### config.mk
export PLATFORM = sky130hd
export DESIGN_NAME = pci_isa_bridge_config_space
export DESIGN_NICKNAME = d
export VERILOG_FILES = /design/src/design/pib_pkg.sv /design/src/design/pci_isa_bridge_config_space.sv /design/src/design/pib_bridge_regs.sv /design/src/design/pib_ide_regs.sv
export SDC_FILE = /design/constraint.sdc
export NUM_CORES = 1
export LEC_CHECK = 0
export BUFFER_PORTS_ARGS = -buffer_cell sky130_fd_sc_hd__buf_2
export CORE_UTILIZATION = 45
export CTS_CLUSTER_DIAMETER = 200
export DETAILED_ROUTE_END_ITERATION = 6
export PLACE_DENSITY = 0.71
export SKIP_LAST_GASP = 1
export SLEW_MARGIN = 20
export SYNTH_ARGS = -nofsm -noshare
export SYNTH_HDL_FRONTEND = slang
export SYNTH_SLANG_ARGS = --single-unit
### constraint.sdc
create_clock -name clk -period 5.4 [get_ports clk]
set_input_delay 0.54 -clock clk [delete_from_list [all_inputs] [get_ports clk]]
set_output_delay 0.54 -clock clk [all_outputs]
set_load 0.05 [all_outputs]
### src/design/pib_pkg.sv
// Shared types, constants and reset tables for the bridge configuration space.
package pib_pkg;

    localparam int REG_SPACE = 256;
    localparam int ADDR_W    = $clog2(REG_SPACE);

    // Access kinds and function numbers
    localparam logic       ACC_READ  = 1'b0;
    localparam logic       ACC_WRITE = 1'b1;
    localparam logic [2:0] FN_BRIDGE = 3'd0;
    localparam logic [2:0] FN_IDE    = 3'd1;

    // Configuration register indexes
    localparam int          CFG_IDX_W     = 2;
    localparam logic [1:0]  CFG_BRIDGE_ID = 2'd0;
    localparam logic [1:0]  CFG_IDE_ID    = 2'd1;
    localparam logic [15:0] BRIDGE_ID_RST = 16'h8886;
    localparam logic [15:0] IDE_FULL_ID   = 16'h673a;

    // PMU interrupt codes
    localparam logic [1:0] PMU_NONE  = 2'd0;
    localparam logic [1:0] PMU_IRQ10 = 2'd1;
    localparam logic [1:0] PMU_IRQ15 = 2'd2;

    localparam logic [1:0] CLK_RSVD   = 2'd3;
    localparam logic [4:0] ROUTE_OFF  = 5'd16;
    localparam logic [7:0] W1C_MASK07 = 8'hf9;
    localparam logic [7:0] SMI_BITS   = 8'hc0;
    localparam logic [7:0] READ_ABSENT = 8'hff;

    // Bridge byte offsets with special handling
    localparam logic [ADDR_W-1:0] BR_STATUS = 8'h07;
    localparam logic [ADDR_W-1:0] BR_PMSTS  = 8'ha2;
    localparam logic [ADDR_W-1:0] BR_SMI    = 8'ha3;
    localparam logic [ADDR_W-1:0] BR_PCICLK = 8'ha4;
    localparam logic [ADDR_W-1:0] BR_ISACLK = 8'h56;

    // IDE writable byte offsets
    localparam logic [ADDR_W-1:0] IDE_CMD    = 8'h04;
    localparam logic [ADDR_W-1:0] IDE_STATUS = 8'h07;
    localparam logic [ADDR_W-1:0] IDE_INTLN  = 8'h3c;
    localparam logic [ADDR_W-1:0] IDE_EXT_LO = 8'h40;
    localparam logic [ADDR_W-1:0] IDE_EXT_HI = 8'h59;
    localparam int                IDE_EXT_N  = 26;
    localparam int                IDE_EXT_W  = $clog2(IDE_EXT_N);

    typedef struct packed {
        logic              func;
        logic [2:0]        pci_function;
        logic [ADDR_W-1:0] reg_addr;
        logic [7:0]        write_data;
    } pib_in_t;

    typedef struct packed {
        logic [7:0] read_data;
        logic [4:0] route_inta;
        logic [4:0] route_intb;
        logic [4:0] route_intc;
        logic [4:0] route_intd;
        logic [3:0] level_mask;
        logic       smi_pulse;
        logic [1:0] pmu_irq;
        logic [1:0] pci_clock_code;
        logic [1:0] isa_divider_code;
        logic       ide_primary_on;
        logic       ide_secondary_on;
    } pib_out_t;

    // Byte write request into a register file
    typedef struct packed {
        logic              we;
        logic [ADDR_W-1:0] addr;
        logic [7:0]        data;
    } pib_wreq_t;

    // Bridge-derived status after the access
    typedef struct packed {
        logic [4:0] route_inta;
        logic [4:0] route_intb;
        logic [4:0] route_intc;
        logic [4:0] route_intd;
        logic [3:0] level_mask;
        logic       smi;
        logic [1:0] pmu;
        logic [1:0] pci_code;
        logic [1:0] isa_code;
    } pib_bstat_t;

    // Read-only bridge bytes
    function automatic logic [7:0] bridge_const(input logic [ADDR_W-1:0] addr,
                                                input logic [15:0] dev_id);
        logic [7:0] v;
        v = 8'h00;
        case (addr)
            8'h00:   v = 8'h60;
            8'h01:   v = 8'h10;
            8'h02:   v = dev_id[7:0];
            8'h03:   v = dev_id[15:8];
            8'h08:   v = 8'h0e;
            8'h0a:   v = 8'h01;
            8'h0b:   v = 8'h06;
            default: v = 8'h00;
        endcase
        return v;
    endfunction

    // IDE identity table for a given strap id
    function automatic logic [7:0] ide_const(input logic [15:0] id,
                                             input logic [ADDR_W-1:0] addr);
        logic [7:0] v;
        logic       full;
        v    = 8'h00;
        full = (id == IDE_FULL_ID);
        case (addr)
            8'h00:   v = 8'h60;
            8'h01:   v = 8'h10;
            8'h02:   v = id[7:0];
            8'h03:   v = id[15:8];
            8'h04:   v = 8'h05;
            8'h08:   v = 8'h10;
            8'h09:   v = 8'h8f;
            8'h0a:   v = 8'h01;
            8'h0b:   v = 8'h01;
            8'h10:   v = 8'hf1;
            8'h11:   v = 8'h01;
            8'h14:   v = 8'hf5;
            8'h15:   v = 8'h03;
            8'h18:   v = 8'h71;
            8'h19:   v = 8'h01;
            8'h1c:   v = 8'h75;
            8'h1d:   v = 8'h03;
            8'h20:   v = 8'h01;
            8'h21:   v = 8'h10;
            8'h41:   v = full ? 8'hc0 : 8'h00;
            8'h48, 8'h49, 8'h4a, 8'h4b: v = full ? 8'h55 : 8'h00;
            8'h4c, 8'h4d:               v = full ? 8'h88 : 8'h00;
            8'h4e, 8'h4f:               v = full ? 8'haa : 8'h00;
            default: v = 8'h00;
        endcase
        if (id == 16'h0000)
        begin
            v = 8'h00;
        end
        return v;
    endfunction

endpackage

### src/design/pci_isa_bridge_config_space.sv
// Top level: request and result registers, configuration straps, register files.
//
//  channel | signals                         | direction | payload
//  --------+---------------------------------+-----------+----------------------------
//  in      | in_valid / in_ready / in_data   | into blk  | pib_in_t (one byte access)
//  out     | out_valid / out_ready / out_data| out of blk| pib_out_t (read byte, status)
//  cfg     | cfg_valid / cfg_ready           | into blk  | cfg_index, cfg_data (16 bits)
//
// One request per cycle sustained while out_ready stays high; a request passes
// the request register, then the result register, whose value is formed by the
// single pass through the register files.
// Reset loads the bridge reset table and clears the IDE function (no IDE).
// A stalled result holds; the request register still drains into it on the
// cycle out_ready is seen. Configuration writes are never stalled (cfg_ready is high).
module pci_isa_bridge_config_space (
    input  logic                                clk,
    input  logic                                rst_n,
    input  logic                                in_valid,
    output logic                                in_ready,
    input  pib_pkg::pib_in_t                    in_data,
    output logic                                out_valid,
    input  logic                                out_ready,
    output pib_pkg::pib_out_t                   out_data,
    input  logic                                cfg_valid,
    output logic                                cfg_ready,
    input  logic [pib_pkg::CFG_IDX_W-1:0]       cfg_index,
    input  logic [15:0]                         cfg_data
);

    logic [15:0]         bridge_id_reg;
    logic [15:0]         ide_id_reg;
    logic                req_vld_reg;
    pib_pkg::pib_in_t    req_reg;
    logic                res_vld_reg;
    logic                res_vld_next;
    pib_pkg::pib_out_t   res_reg;
    pib_pkg::pib_out_t   res_next;

    logic                adv;
    logic                is_wr;
    logic                full_ide;
    logic                ide_load;
    pib_pkg::pib_wreq_t  br_wreq;
    pib_pkg::pib_wreq_t  ide_wreq;
    pib_pkg::pib_bstat_t br_stat;
    logic [7:0]          br_rd;
    logic [7:0]          ide_rd;
    logic                prim_on;
    logic                sec_on;

    // Handshake
    assign adv       = req_vld_reg && (!res_vld_reg || out_ready);
    assign in_ready  = !req_vld_reg || adv;
    assign out_valid = res_vld_reg;
    assign out_data  = res_reg;
    assign cfg_ready = 1'b1;

    assign is_wr    = (req_reg.func == pib_pkg::ACC_WRITE);
    assign full_ide = (ide_id_reg == pib_pkg::IDE_FULL_ID);
    assign ide_load = cfg_valid && (cfg_index == pib_pkg::CFG_IDE_ID);

    // Write requests to the two functions
    always_comb
    begin
        br_wreq.we    = adv && is_wr && (req_reg.pci_function == pib_pkg::FN_BRIDGE);
        br_wreq.addr  = req_reg.reg_addr;
        br_wreq.data  = req_reg.write_data;
        ide_wreq.we   = adv && is_wr && full_ide &&
                        (req_reg.pci_function == pib_pkg::FN_IDE);
        ide_wreq.addr = req_reg.reg_addr;
        ide_wreq.data = req_reg.write_data;
    end

    pib_bridge_regs u_bridge (
        .clk     (clk),
        .rst_n   (rst_n),
        .wreq    (br_wreq),
        .dev_id  (bridge_id_reg),
        .rd_data (br_rd),
        .stat    (br_stat)
    );

    pib_ide_regs u_ide (
        .clk     (clk),
        .rst_n   (rst_n),
        .load    (ide_load),
        .load_id (cfg_data),
        .id      (ide_id_reg),
        .wreq    (ide_wreq),
        .rd_data (ide_rd),
        .prim_on (prim_on),
        .sec_on  (sec_on)
    );

    // Result assembly
    always_comb
    begin
        res_next.read_data = 8'h00;
        if (!is_wr)
        begin
            if (req_reg.pci_function == pib_pkg::FN_BRIDGE)
                res_next.read_data = br_rd;
            else if (req_reg.pci_function == pib_pkg::FN_IDE && full_ide)
                res_next.read_data = ide_rd;
            else
                res_next.read_data = pib_pkg::READ_ABSENT;
        end
        res_next.route_inta       = br_stat.route_inta;
        res_next.route_intb       = br_stat.route_intb;
        res_next.route_intc       = br_stat.route_intc;
        res_next.route_intd       = br_stat.route_intd;
        res_next.level_mask       = br_stat.level_mask;
        res_next.smi_pulse        = br_stat.smi;
        res_next.pmu_irq          = br_stat.pmu;
        res_next.pci_clock_code   = br_stat.pci_code;
        res_next.isa_divider_code = br_stat.isa_code;
        res_next.ide_primary_on   = prim_on;
        res_next.ide_secondary_on = sec_on;
    end

    assign res_vld_next = adv || (res_vld_reg && !out_ready);

    // Control and strap registers
    always_ff @(posedge clk or negedge rst_n)
    begin
        if (!rst_n)
        begin
            bridge_id_reg <= pib_pkg::BRIDGE_ID_RST;
            ide_id_reg    <= '0;
            req_vld_reg   <= 1'b0;
            res_vld_reg   <= 1'b0;
        end
        else
        begin
            if (cfg_valid && cfg_index == pib_pkg::CFG_BRIDGE_ID)
                bridge_id_reg <= cfg_data;
            if (ide_load)
                ide_id_reg <= cfg_data;
            if (in_ready)
                req_vld_reg <= in_valid;
            res_vld_reg <= res_vld_next;
        end
    end

    // Payload registers
    always_ff @(posedge clk)
    begin
        if (in_valid && in_ready)
            req_reg <= in_data;
        if (adv)
            res_reg <= res_next;
    end

endmodule

### src/design/pib_bridge_regs.sv
// Function 0 register file: writable bytes, SMI trigger, held clock codes.
module pib_bridge_regs (
    input  logic                       clk,
    input  logic                       rst_n,
    input  pib_pkg::pib_wreq_t         wreq,
    input  logic [15:0]                dev_id,
    output logic [7:0]                 rd_data,
    output pib_pkg::pib_bstat_t        stat
);

    logic [7:0] cmd_reg [0:1];
    logic [7:0] cmd_next[0:1];
    logic [7:0] sts_reg;
    logic [7:0] sts_next;
    logic [7:0] lat_reg [0:1];
    logic [7:0] lat_next[0:1];
    logic [7:0] g4_reg  [0:7];
    logic [7:0] g4_next [0:7];
    logic [7:0] g5_reg  [0:7];
    logic [7:0] g5_next [0:7];
    logic [7:0] g7_reg  [0:6];
    logic [7:0] g7_next [0:6];
    logic [7:0] g8_reg  [0:3];
    logic [7:0] g8_next [0:3];
    logic [7:0] g9_reg  [0:2];
    logic [7:0] g9_next [0:2];
    logic [7:0] ga_reg  [0:8];
    logic [7:0] ga_next [0:8];
    logic [1:0] held_pci_reg;
    logic [1:0] held_pci_next;
    logic [1:0] held_isa_reg;
    logic [1:0] held_isa_next;

    logic [3:0] lo;
    logic       smi;
    logic [1:0] pmu;

    assign lo = wreq.addr[3:0];

    // Read path: stored bytes before the access, constants elsewhere
    always_comb
    begin
        rd_data = pib_pkg::bridge_const(wreq.addr, dev_id);
        case (wreq.addr[7:4])
            4'h0:
            begin
                if (lo == 4'h4 || lo == 4'h5)
                    rd_data = cmd_reg[lo[0]];
                else if (lo == 4'h7)
                    rd_data = sts_reg;
                else if (lo == 4'hc || lo == 4'hd)
                    rd_data = lat_reg[lo[0]];
            end
            4'h4:
            begin
                if (!lo[3])
                    rd_data = g4_reg[lo[2:0]];
            end
            4'h5:
            begin
                if (!lo[3])
                    rd_data = g5_reg[lo[2:0]];
            end
            4'h7:
            begin
                if (lo <= 4'h6)
                    rd_data = g7_reg[lo[2:0]];
            end
            4'h8:
            begin
                if (lo <= 4'h3)
                    rd_data = g8_reg[lo[1:0]];
            end
            4'h9:
            begin
                if (lo <= 4'h2)
                    rd_data = g9_reg[lo[1:0]];
            end
            4'ha:
            begin
                if (lo <= 4'h8)
                    rd_data = ga_reg[lo];
            end
            default: ;
        endcase
    end

    // Write decode per register rules
    always_comb
    begin
        cmd_next = cmd_reg;
        sts_next = sts_reg;
        lat_next = lat_reg;
        g4_next  = g4_reg;
        g5_next  = g5_reg;
        g7_next  = g7_reg;
        g8_next  = g8_reg;
        g9_next  = g9_reg;
        ga_next  = ga_reg;
        if (wreq.we)
        begin
            case (wreq.addr[7:4])
                4'h0:
                begin
                    if (lo == 4'h4 || lo == 4'h5)
                        cmd_next[lo[0]] = wreq.data;
                    else if (lo == 4'h7)
                        sts_next = sts_reg & ~(wreq.data & pib_pkg::W1C_MASK07);
                    else if (lo == 4'hc || lo == 4'hd)
                        lat_next[lo[0]] = wreq.data;
                end
                4'h4:
                begin
                    if (!lo[3])
                        g4_next[lo[2:0]] = wreq.data;
                end
                4'h5:
                begin
                    if (!lo[3])
                        g5_next[lo[2:0]] = wreq.data;
                end
                4'h7:
                begin
                    if (lo <= 4'h6)
                        g7_next[lo[2:0]] = wreq.data;
                end
                4'h8:
                begin
                    if (lo <= 4'h3)
                        g8_next[lo[1:0]] = wreq.data;
                end
                4'h9:
                begin
                    if (lo <= 4'h2)
                        g9_next[lo[1:0]] = wreq.data;
                end
                4'ha:
                begin
                    if (wreq.addr == pib_pkg::BR_PMSTS)
                        ga_next[lo] = ga_reg[lo] & ~wreq.data;
                    else if (lo <= 4'h8)
                        ga_next[lo] = wreq.data;
                end
                default: ;
            endcase
        end
    end

    // Software SMI or PMU interrupt: rising request on bits 7:6 against the stored bit 6
    always_comb
    begin
        smi = 1'b0;
        pmu = pib_pkg::PMU_NONE;
        if (wreq.we && wreq.addr == pib_pkg::BR_SMI &&
            (wreq.data & pib_pkg::SMI_BITS) == pib_pkg::SMI_BITS && !ga_reg[3][6])
        begin
            if (g4_reg[6][6])
                pmu = g4_reg[6][7] ? pib_pkg::PMU_IRQ15 : pib_pkg::PMU_IRQ10;
            else
                smi = 1'b1;
        end
    end

    // Held clock codes: reserved code keeps the old one
    always_comb
    begin
        held_pci_next = held_pci_reg;
        held_isa_next = held_isa_reg;
        if (wreq.we && (wreq.addr == pib_pkg::BR_PCICLK || wreq.addr == pib_pkg::BR_ISACLK))
        begin
            if (ga_next[4][1:0] != pib_pkg::CLK_RSVD)
                held_pci_next = ga_next[4][1:0];
            if (g5_next[6][1:0] != pib_pkg::CLK_RSVD)
                held_isa_next = g5_next[6][1:0];
        end
    end

    // Status seen after the access
    always_comb
    begin
        stat.route_inta = g4_next[6][0] ? {1'b0, g4_next[3][7:4]} : pib_pkg::ROUTE_OFF;
        stat.route_intb = g4_next[6][1] ? {1'b0, g4_next[3][3:0]} : pib_pkg::ROUTE_OFF;
        stat.route_intc = g4_next[6][2] ? {1'b0, g4_next[4][7:4]} : pib_pkg::ROUTE_OFF;
        stat.route_intd = g4_next[6][3] ? {1'b0, g4_next[4][3:0]} : pib_pkg::ROUTE_OFF;
        stat.level_mask = g4_next[7][3:0];
        stat.smi        = smi;
        stat.pmu        = pmu;
        stat.pci_code   = held_pci_next;
        stat.isa_code   = held_isa_next;
    end

    always_ff @(posedge clk or negedge rst_n)
    begin
        if (!rst_n)
        begin
            cmd_reg[0]   <= 8'h0f;
            cmd_reg[1]   <= '0;
            sts_reg      <= 8'h02;
            lat_reg[0]   <= '0;
            lat_reg[1]   <= '0;
            g4_reg[0]    <= 8'h01;
            g4_reg[1]    <= 8'h04;
            g4_reg[2]    <= 8'h08;
            g4_reg[3]    <= 8'h9a;
            g4_reg[4]    <= 8'hbc;
            g4_reg[5]    <= '0;
            g4_reg[6]    <= 8'h10;
            g4_reg[7]    <= 8'h30;
            g5_reg[0]    <= '0;
            g5_reg[1]    <= 8'h02;
            for (int i = 2; i < 8; i++)
                g5_reg[i] <= '0;
            for (int i = 0; i < 7; i++)
                g7_reg[i] <= '0;
            for (int i = 0; i < 4; i++)
                g8_reg[i] <= '0;
            for (int i = 0; i < 3; i++)
                g9_reg[i] <= '0;
            for (int i = 0; i < 9; i++)
                ga_reg[i] <= '0;
            held_pci_reg <= '0;
            held_isa_reg <= '0;
        end
        else
        begin
            cmd_reg      <= cmd_next;
            sts_reg      <= sts_next;
            lat_reg      <= lat_next;
            g4_reg       <= g4_next;
            g5_reg       <= g5_next;
            g7_reg       <= g7_next;
            g8_reg       <= g8_next;
            g9_reg       <= g9_next;
            ga_reg       <= ga_next;
            held_pci_reg <= held_pci_next;
            held_isa_reg <= held_isa_next;
        end
    end

endmodule

### src/design/pib_ide_regs.sv
// Function 1 (IDE) register file: writable bytes, strap reload, channel enables.
module pib_ide_regs (
    input  logic                clk,
    input  logic                rst_n,
    input  logic                load,
    input  logic [15:0]         load_id,
    input  logic [15:0]         id,
    input  pib_pkg::pib_wreq_t  wreq,
    output logic [7:0]          rd_data,
    output logic                prim_on,
    output logic                sec_on
);

    logic [7:0] cmd_reg;
    logic [7:0] cmd_next;
    logic [7:0] sts_reg;
    logic [7:0] sts_next;
    logic [7:0] intln_reg;
    logic [7:0] intln_next;
    logic [7:0] ext_reg [0:pib_pkg::IDE_EXT_N-1];
    logic [7:0] ext_next[0:pib_pkg::IDE_EXT_N-1];

    logic [pib_pkg::ADDR_W-1:0] off;
    logic                       in_ext;
    logic                       full;

    assign off    = wreq.addr - pib_pkg::IDE_EXT_LO;
    assign in_ext = (wreq.addr >= pib_pkg::IDE_EXT_LO) && (wreq.addr <= pib_pkg::IDE_EXT_HI);
    assign full   = (id == pib_pkg::IDE_FULL_ID);

    // Read path
    always_comb
    begin
        rd_data = pib_pkg::ide_const(id, wreq.addr);
        if (wreq.addr == pib_pkg::IDE_CMD)
            rd_data = cmd_reg;
        else if (wreq.addr == pib_pkg::IDE_STATUS)
            rd_data = sts_reg;
        else if (wreq.addr == pib_pkg::IDE_INTLN)
            rd_data = intln_reg;
        else if (in_ext)
            rd_data = ext_reg[off[pib_pkg::IDE_EXT_W-1:0]];
    end

    // Strap reload or byte write
    always_comb
    begin
        cmd_next   = cmd_reg;
        sts_next   = sts_reg;
        intln_next = intln_reg;
        ext_next   = ext_reg;
        if (load)
        begin
            cmd_next   = pib_pkg::ide_const(load_id, pib_pkg::IDE_CMD);
            sts_next   = pib_pkg::ide_const(load_id, pib_pkg::IDE_STATUS);
            intln_next = pib_pkg::ide_const(load_id, pib_pkg::IDE_INTLN);
            for (int k = 0; k < pib_pkg::IDE_EXT_N; k++)
                ext_next[k] = pib_pkg::ide_const(load_id,
                    pib_pkg::IDE_EXT_LO + pib_pkg::ADDR_W'(k));
        end
        else if (wreq.we)
        begin
            if (wreq.addr == pib_pkg::IDE_STATUS)
                sts_next = sts_reg & ~(wreq.data & pib_pkg::W1C_MASK07);
            else if (wreq.addr == pib_pkg::IDE_CMD)
                cmd_next = wreq.data;
            else if (wreq.addr == pib_pkg::IDE_INTLN)
                intln_next = wreq.data;
            else if (in_ext)
                ext_next[off[pib_pkg::IDE_EXT_W-1:0]] = wreq.data;
        end
    end

    // Channel enables after the access (byte 0x41 is ext entry 1)
    assign prim_on = full && cmd_next[0] && ext_next[1][7];
    assign sec_on  = full && cmd_next[0] && ext_next[1][6];

    always_ff @(posedge clk or negedge rst_n)
    begin
        if (!rst_n)
        begin
            cmd_reg   <= '0;
            sts_reg   <= '0;
            intln_reg <= '0;
            for (int k = 0; k < pib_pkg::IDE_EXT_N; k++)
                ext_reg[k] <= '0;
        end
        else
        begin
            cmd_reg   <= cmd_next;
            sts_reg   <= sts_next;
            intln_reg <= intln_next;
            ext_reg   <= ext_next;
        end
    end

endmodule

==> results.cfg, run 1 <==
[place]
dp.cells = 3538
port_buffers = 85
place.gp.congestion = 0.981
post-place-ws_ps = 1410
dp_hpwl_mm = 73.6

[die]
die_w_um = 267
initial_utilization_pct = 45.7
die_height_um = 267
die-area_um2 = 71100
coreArea_um2 = 68900
rows = 96
ios = 87

[global_routing]
grtUsageMet1_pct = 43.1
grt_pass1_vias = 23600
gr-usage-all-layers_pct = 30.3
met3_usage_pct = 6.59
grt_max_degree = 157
grt_pass1_wl_mm = 159
grt-busiest-layer = met2
grt_antenna_before_repair = 3
grt_use_met2_pct = 45.5
grt_overflow = 0

[flow_run]
max_cap_viol_count = 0

[critical_path]
max_stage_delay_ps = 950
r2r_end = out_data[13]
r2r-start = req_reg[17]
crit_fanout = 12
critical_path.cell_chain = nor3_1, and4_1, and3_1, nand2_1, mux2i_1, a21oi_1
cp_slowest_cell = nor3_1
reg2reg_slack_ps = 1310
reg2regPathDepth = 6
worstSetupEndpointType = register
cp.arrival_ps = 4460
start_kind = register
cp.required_ps = 5770
crit_type = reg2reg

[synth]
synthCells = 2635
syn_nets = 2678
synth_cell_types = 83
synthTopCellsByArea = dfrtp_1, mux2_2, mux4_2, edfxtp_1, nand2_1
netlist_area_um2 = 31500
synthTopCellsByCount = dfrtp_1, nand2_1, mux2_2
yosys_warnings = 0
async_flop_share_pct = 91.0
synth-edff-count = 61
ys_seq_elements = 679
synth_top_area_share_pct = 47.1
synth_top_area_cell = dfrtp_1
synth_flop_cell = dfrtp_1
yosysMostFrequentCell = dfrtp_1
yosysSeqAreaShare_pct = 55.0
avgSynthCellArea_um2 = 12.0

[timing]
maxSlewViolCount = 0
slew_headroom_pct = 21.6
finalSetupTns_ps = 0
fin_ws_ps = 1310
period_needed_ps = 4090
finalCritPeriodShare_pct = 75.7
setup_violations = 0
finalHoldViolCount = 0
fin_skew_ps = 28.3
worst_pin_slew_ps = 1170
fmax_mhz = 245
rsz0062_at_grt = no

[drt]
drt-total-wl_mm = 107
drt_iter0_drc = 3191
firstDrtPassIters = 6
post_drt_wl_per_cell_um = 29.1
via_per_inst = 6.47
antenna_left = 0
vias = 23800
drc = 0

[pwr]
peakVddDrop_v = 0.000197
power_leakage_nw = 15.9
p_per_area_nw_per_um2 = 322

[cells_and_area]
largest_reg_flops = 208
ff_latch_area_um2 = 17300
finalNetCount = 2727
multi_input_area_um2 = 13400
final_cells = 3676
drive_gt1_share_pct = 26.6
n_fill_cell = 5924
area_delta_synth_final_pct = 12.7

[min_path]
min_path_type = in2reg
holdPathStages = 1
holdPathEnd = br_wreq[7]
hold_path.startpoint = in_data[7]

[clock_network]
tritoncts = built
cts_buffers = 74
cts_sinks = 679
insertion_delay_ps = 650
post_cts_buffers = 0
root_buffer = clkbuf_16
h-tree-depth = 3
clockBufferDepth = 3
clkTransAtPathRegs_ps = 60

[status]
status = completed
## worst max-delay path: cells and delay by family, from the launching register on
kind             cells  cell delay (ps)
AND/OR/NAND/NOR      4             2670
multiplexers         1              590
flip-flops           1              410
AO/OA/AOI/OAI        1              120
## where the power goes
group | switching [mW] | internal (mW)
sequential | 0.114 | 5.25
clock | 2.22 | 3.01
combinational | 0.620 | 0.205
total | 2.95 | 8.47
## worst max-delay path by stage
| stage | start | to | slack (ps) |
|---|---|---|---|
| 2_1_floorplan | br_wreq[8] | out_data[33] | 2790 |
| 3_3_place_gp | br_wreq[8] | u_bridge.g7_reg[53] | 950 |
| 3_5_place_dp | req_reg[17] | out_data[14] | 1410 |
| 4_1_cts | req_reg[17] | out_data[13] | 1400 |
| 5_1_grt | req_reg[17] | out_data[18] | 1220 |
| 6_report | req_reg[17] | out_data[13] | 1310 |
## placed cells by master (no fill, tap or decap), types with 14 or more instances in the layout
master     instances
o21ai_0          222
inv_1             20
mux2_2           295
nor3_1            40
mux2i_1           75
nand3_1           56
clkbuf_16         77
a221oi_1          18
a21oi_1           86
a22o_1            41
buf_4             56
dfrtp_1          593
mux4_2           103
nor2_1            98
dfstp_2           25
a22oi_1           17
a31oi_1           25
buf_2             85
a221o_1           18
edfxtp_1          61
nand2_1          410
nand2b_1          14
clkbuf_8          15
## layer usage
layer  wire, um  up-vias
li1           -     9806
met1      44400    12300
met2      47700     1441
met3      10600      264
met4       4300        2
met5         16        -
## timing repair
| item | CTS | global route |
|---|---|---|
| gates resized for setup | 0 | 0 |
| hold buffers | 1 | 0 |
| hold endpoints to repair | 39 | 0 |
## through the flow
| step | utilization [%] | hold slack, ps | area, um^2 | power, mW |
|---|---|---|---|---|
| after detailed placement | 47.8 | 460 | 33000 | 6.26 |
| after global routing | 51.5 | 58.6 | 35500 | 11.7 |
| final | 51.5 | 75.4 | 35500 | 11.4 |
| after global placement | 47.8 | 456 | 32900 | 6.25 |
| after floorplan | - | 244 | 31500 | 5.84 |
| after CTS | 51.5 | 53.4 | 35500 | 11.5 |
## cell families after synthesis
kind of cell	count (synthesis)	synth area share, %
and+or+nand+nor	738	10.8
DFF	679	55.0
AOI/OAI and AO/OA	546	11.2
muxes	473	20.3
buffers and inverters	197	2.65
adders and majority gates	1	0.0318
other	1	0.0119
## area by class of cell
| class | count | area share (%) |
|---|---|---|
| sequential | 679 | 48.8 |
| multi-input combinational | 1759 | 37.8 |
| clock buffer | 104 | 6.13 |
| tap | 931 | 3.28 |
| timing repair buffer | 149 | 2.79 |
| clock inverter | 32 | 1.04 |
| inverter | 21 | 0.222 |
| antenna | 1 | 0.00704 |
(Power assumes the default switching activity.)
==> run 2: changes to the inputs <==
clock period = 3.81 ns   (was 5.4 ns; I/O delays follow)
==> results.cfg, run 2 (same netlist as run 1, synthesis figures left out) <==
[drt]
firstDrtPassIters = 7
post_drt_wl_per_cell_um = 28.3
drc = 0
vias = 24400
drt_iter0_drc = 3229
drt-total-wl_mm = 108
via_per_inst = 6.44
antenna_left = 0

[place]
dp_hpwl_mm = 74.7
port_buffers = 85
placed_cell_area_um2 = 33700
post-place-ws_ps = 594
place.gp.congestion = 1.02

[timing]
fin_ws_ps = 454
fin_skew_ps = 36.0
finalCritPeriodShare_pct = 88.1
period_needed_ps = 3360
maxSlewViolCount = 0
finalSetupTns_ps = 0
fmax_mhz = 298
rsz0062_at_grt = no
timing.hold.ws_ps = 23.1
slew_headroom_pct = 24.9
worst_pin_slew_ps = 1120
finalHoldViolCount = 0
setup_violations = 0

[critical_path]
critical_path.cell_chain = buf_12, buf_4, mux4_2, nand2_1, o21ai_0, a221oi_1, a41o_1, a41oi_1
cp.arrival_ps = 3730
crit_type = reg2reg
cp_top_family = compound AO/OA/AOI/OAI gates
start_kind = register
crit_fanout = 42
worstSetupEndpointType = register
reg2reg_slack_ps = 450
path_buf_inv = 2
max_stage_delay_ps = 760
cp_slowest_cell = a221oi_1
cp.required_ps = 4190

[clock_network]
clkTransAtPathRegs_ps = 60
cts_sinks = 679
tritoncts = built
root_buffer = clkbuf_16
insertion_delay_ps = 650
clockBufferDepth = 3
h-tree-depth = 3
cts_buffers = 74

[cells_and_area]
finalNetCount = 2849
final_cell_mix = dfrtp_1, nand2_1, mux2_2
n_fill_cell = 5880
area_delta_synth_final_pct = 15.9
final_common_cell = dfrtp_1
largest_reg_flops = 208
drive_gt1_share_pct = 28.2
final_area_um2 = 36500

[die]
initial_utilization_pct = 45.7
ios = 87
die-area_um2 = 71100
die_w_um = 267
rows = 96
coreArea_um2 = 68900
die_height_um = 267

[pwr]
peakVddDrop_v = 0.000335
p_per_area_nw_per_um2 = 442
power_leakage_nw = 16.4

[global_routing]
grt_antenna_before_repair = 3
grt_pass1_wl_mm = 161
grt_overflow = 0
grt_pass1_vias = 24300
grt_max_degree = 104
gr-usage-all-layers_pct = 30.5

[status]
status = completed

[min_path]
min_path_type = in2reg

[flow_run]
max_cap_viol_count = 0
## run 2: final cells by class
cell class                      count  area (um^2)  share of cell area (%)
Multi-Input combinational cell   1759        13400                    36.7
Timing Repair Buffer              271         2100                    5.76
Clock buffer                      103         2110                    5.79
Clock inverter                     30          342                   0.935
Tap cell                          931         1160                    3.19
Sequential cell                   679        17300                    47.5
Inverter                           21         78.8                   0.216
Antenna cell                        1         2.50                 0.00685
## run 2: metal layers
metal / vias up / track usage, % / share of wire, %
met5: - / 0 / 0.012
met4: 2 / 12.8 / 4.3
met3: 268 / 6.89 / 9.7
met2: 1427 / 46.3 / 45
met1: 12700 / 42.3 / 41
li1: 10100 / - / -
## run 2: worst paths after layout
kind,start,to,cells after the start
setup / recovery,br_wreq[8],out_data[40],8
hold / removal,cfg_data[3],ide_id_reg[3],3
setup reg to reg,br_wreq[8],out_data[40],8
hold reg to reg,u_bridge.ga_reg[55],u_bridge.ga_reg[55],1
max in group asynchronous,rst_n,u_ide.ext_reg[71],3
min in group asynchronous,rst_n,u_ide.ext_reg[148],2
## run 2: metrics by stage
stage	power [mW]	util, %	std cells
after CTS	16.2	53.0	3794
after global routing	16.6	53.0	3794
after global placement	8.89	48.9	3628
after detailed placement	8.92	48.9	3628
final	16.1	53.0	3795
after floorplan	8.28	-	2635
## run 2: power breakdown
part	internal [mW]	total, mW	switching (mW)	leakage [nW]
Sequential	7.45	7.58	0.138	9.03
Combinational	0.357	1.26	0.900	6.21
Clock	4.20	7.29	3.09	1.21
Total	12.0	16.1	4.13	16.4
## run 2: worst min-delay path, delay by kind of cell
family	cells	cell delay, ps
AND/OR/NAND/NOR	2	100
buffers and inverters	1	140
## run 2: what timing repair did
| action | 4_1_cts | 5_1_grt |
|---|---|---|
| hold buffers | 33 | 0 |
| hold endpoints to repair | 124 | 0 |
| setup buffers | 0 | 0 |
| resized for setup | 0 | 0 |
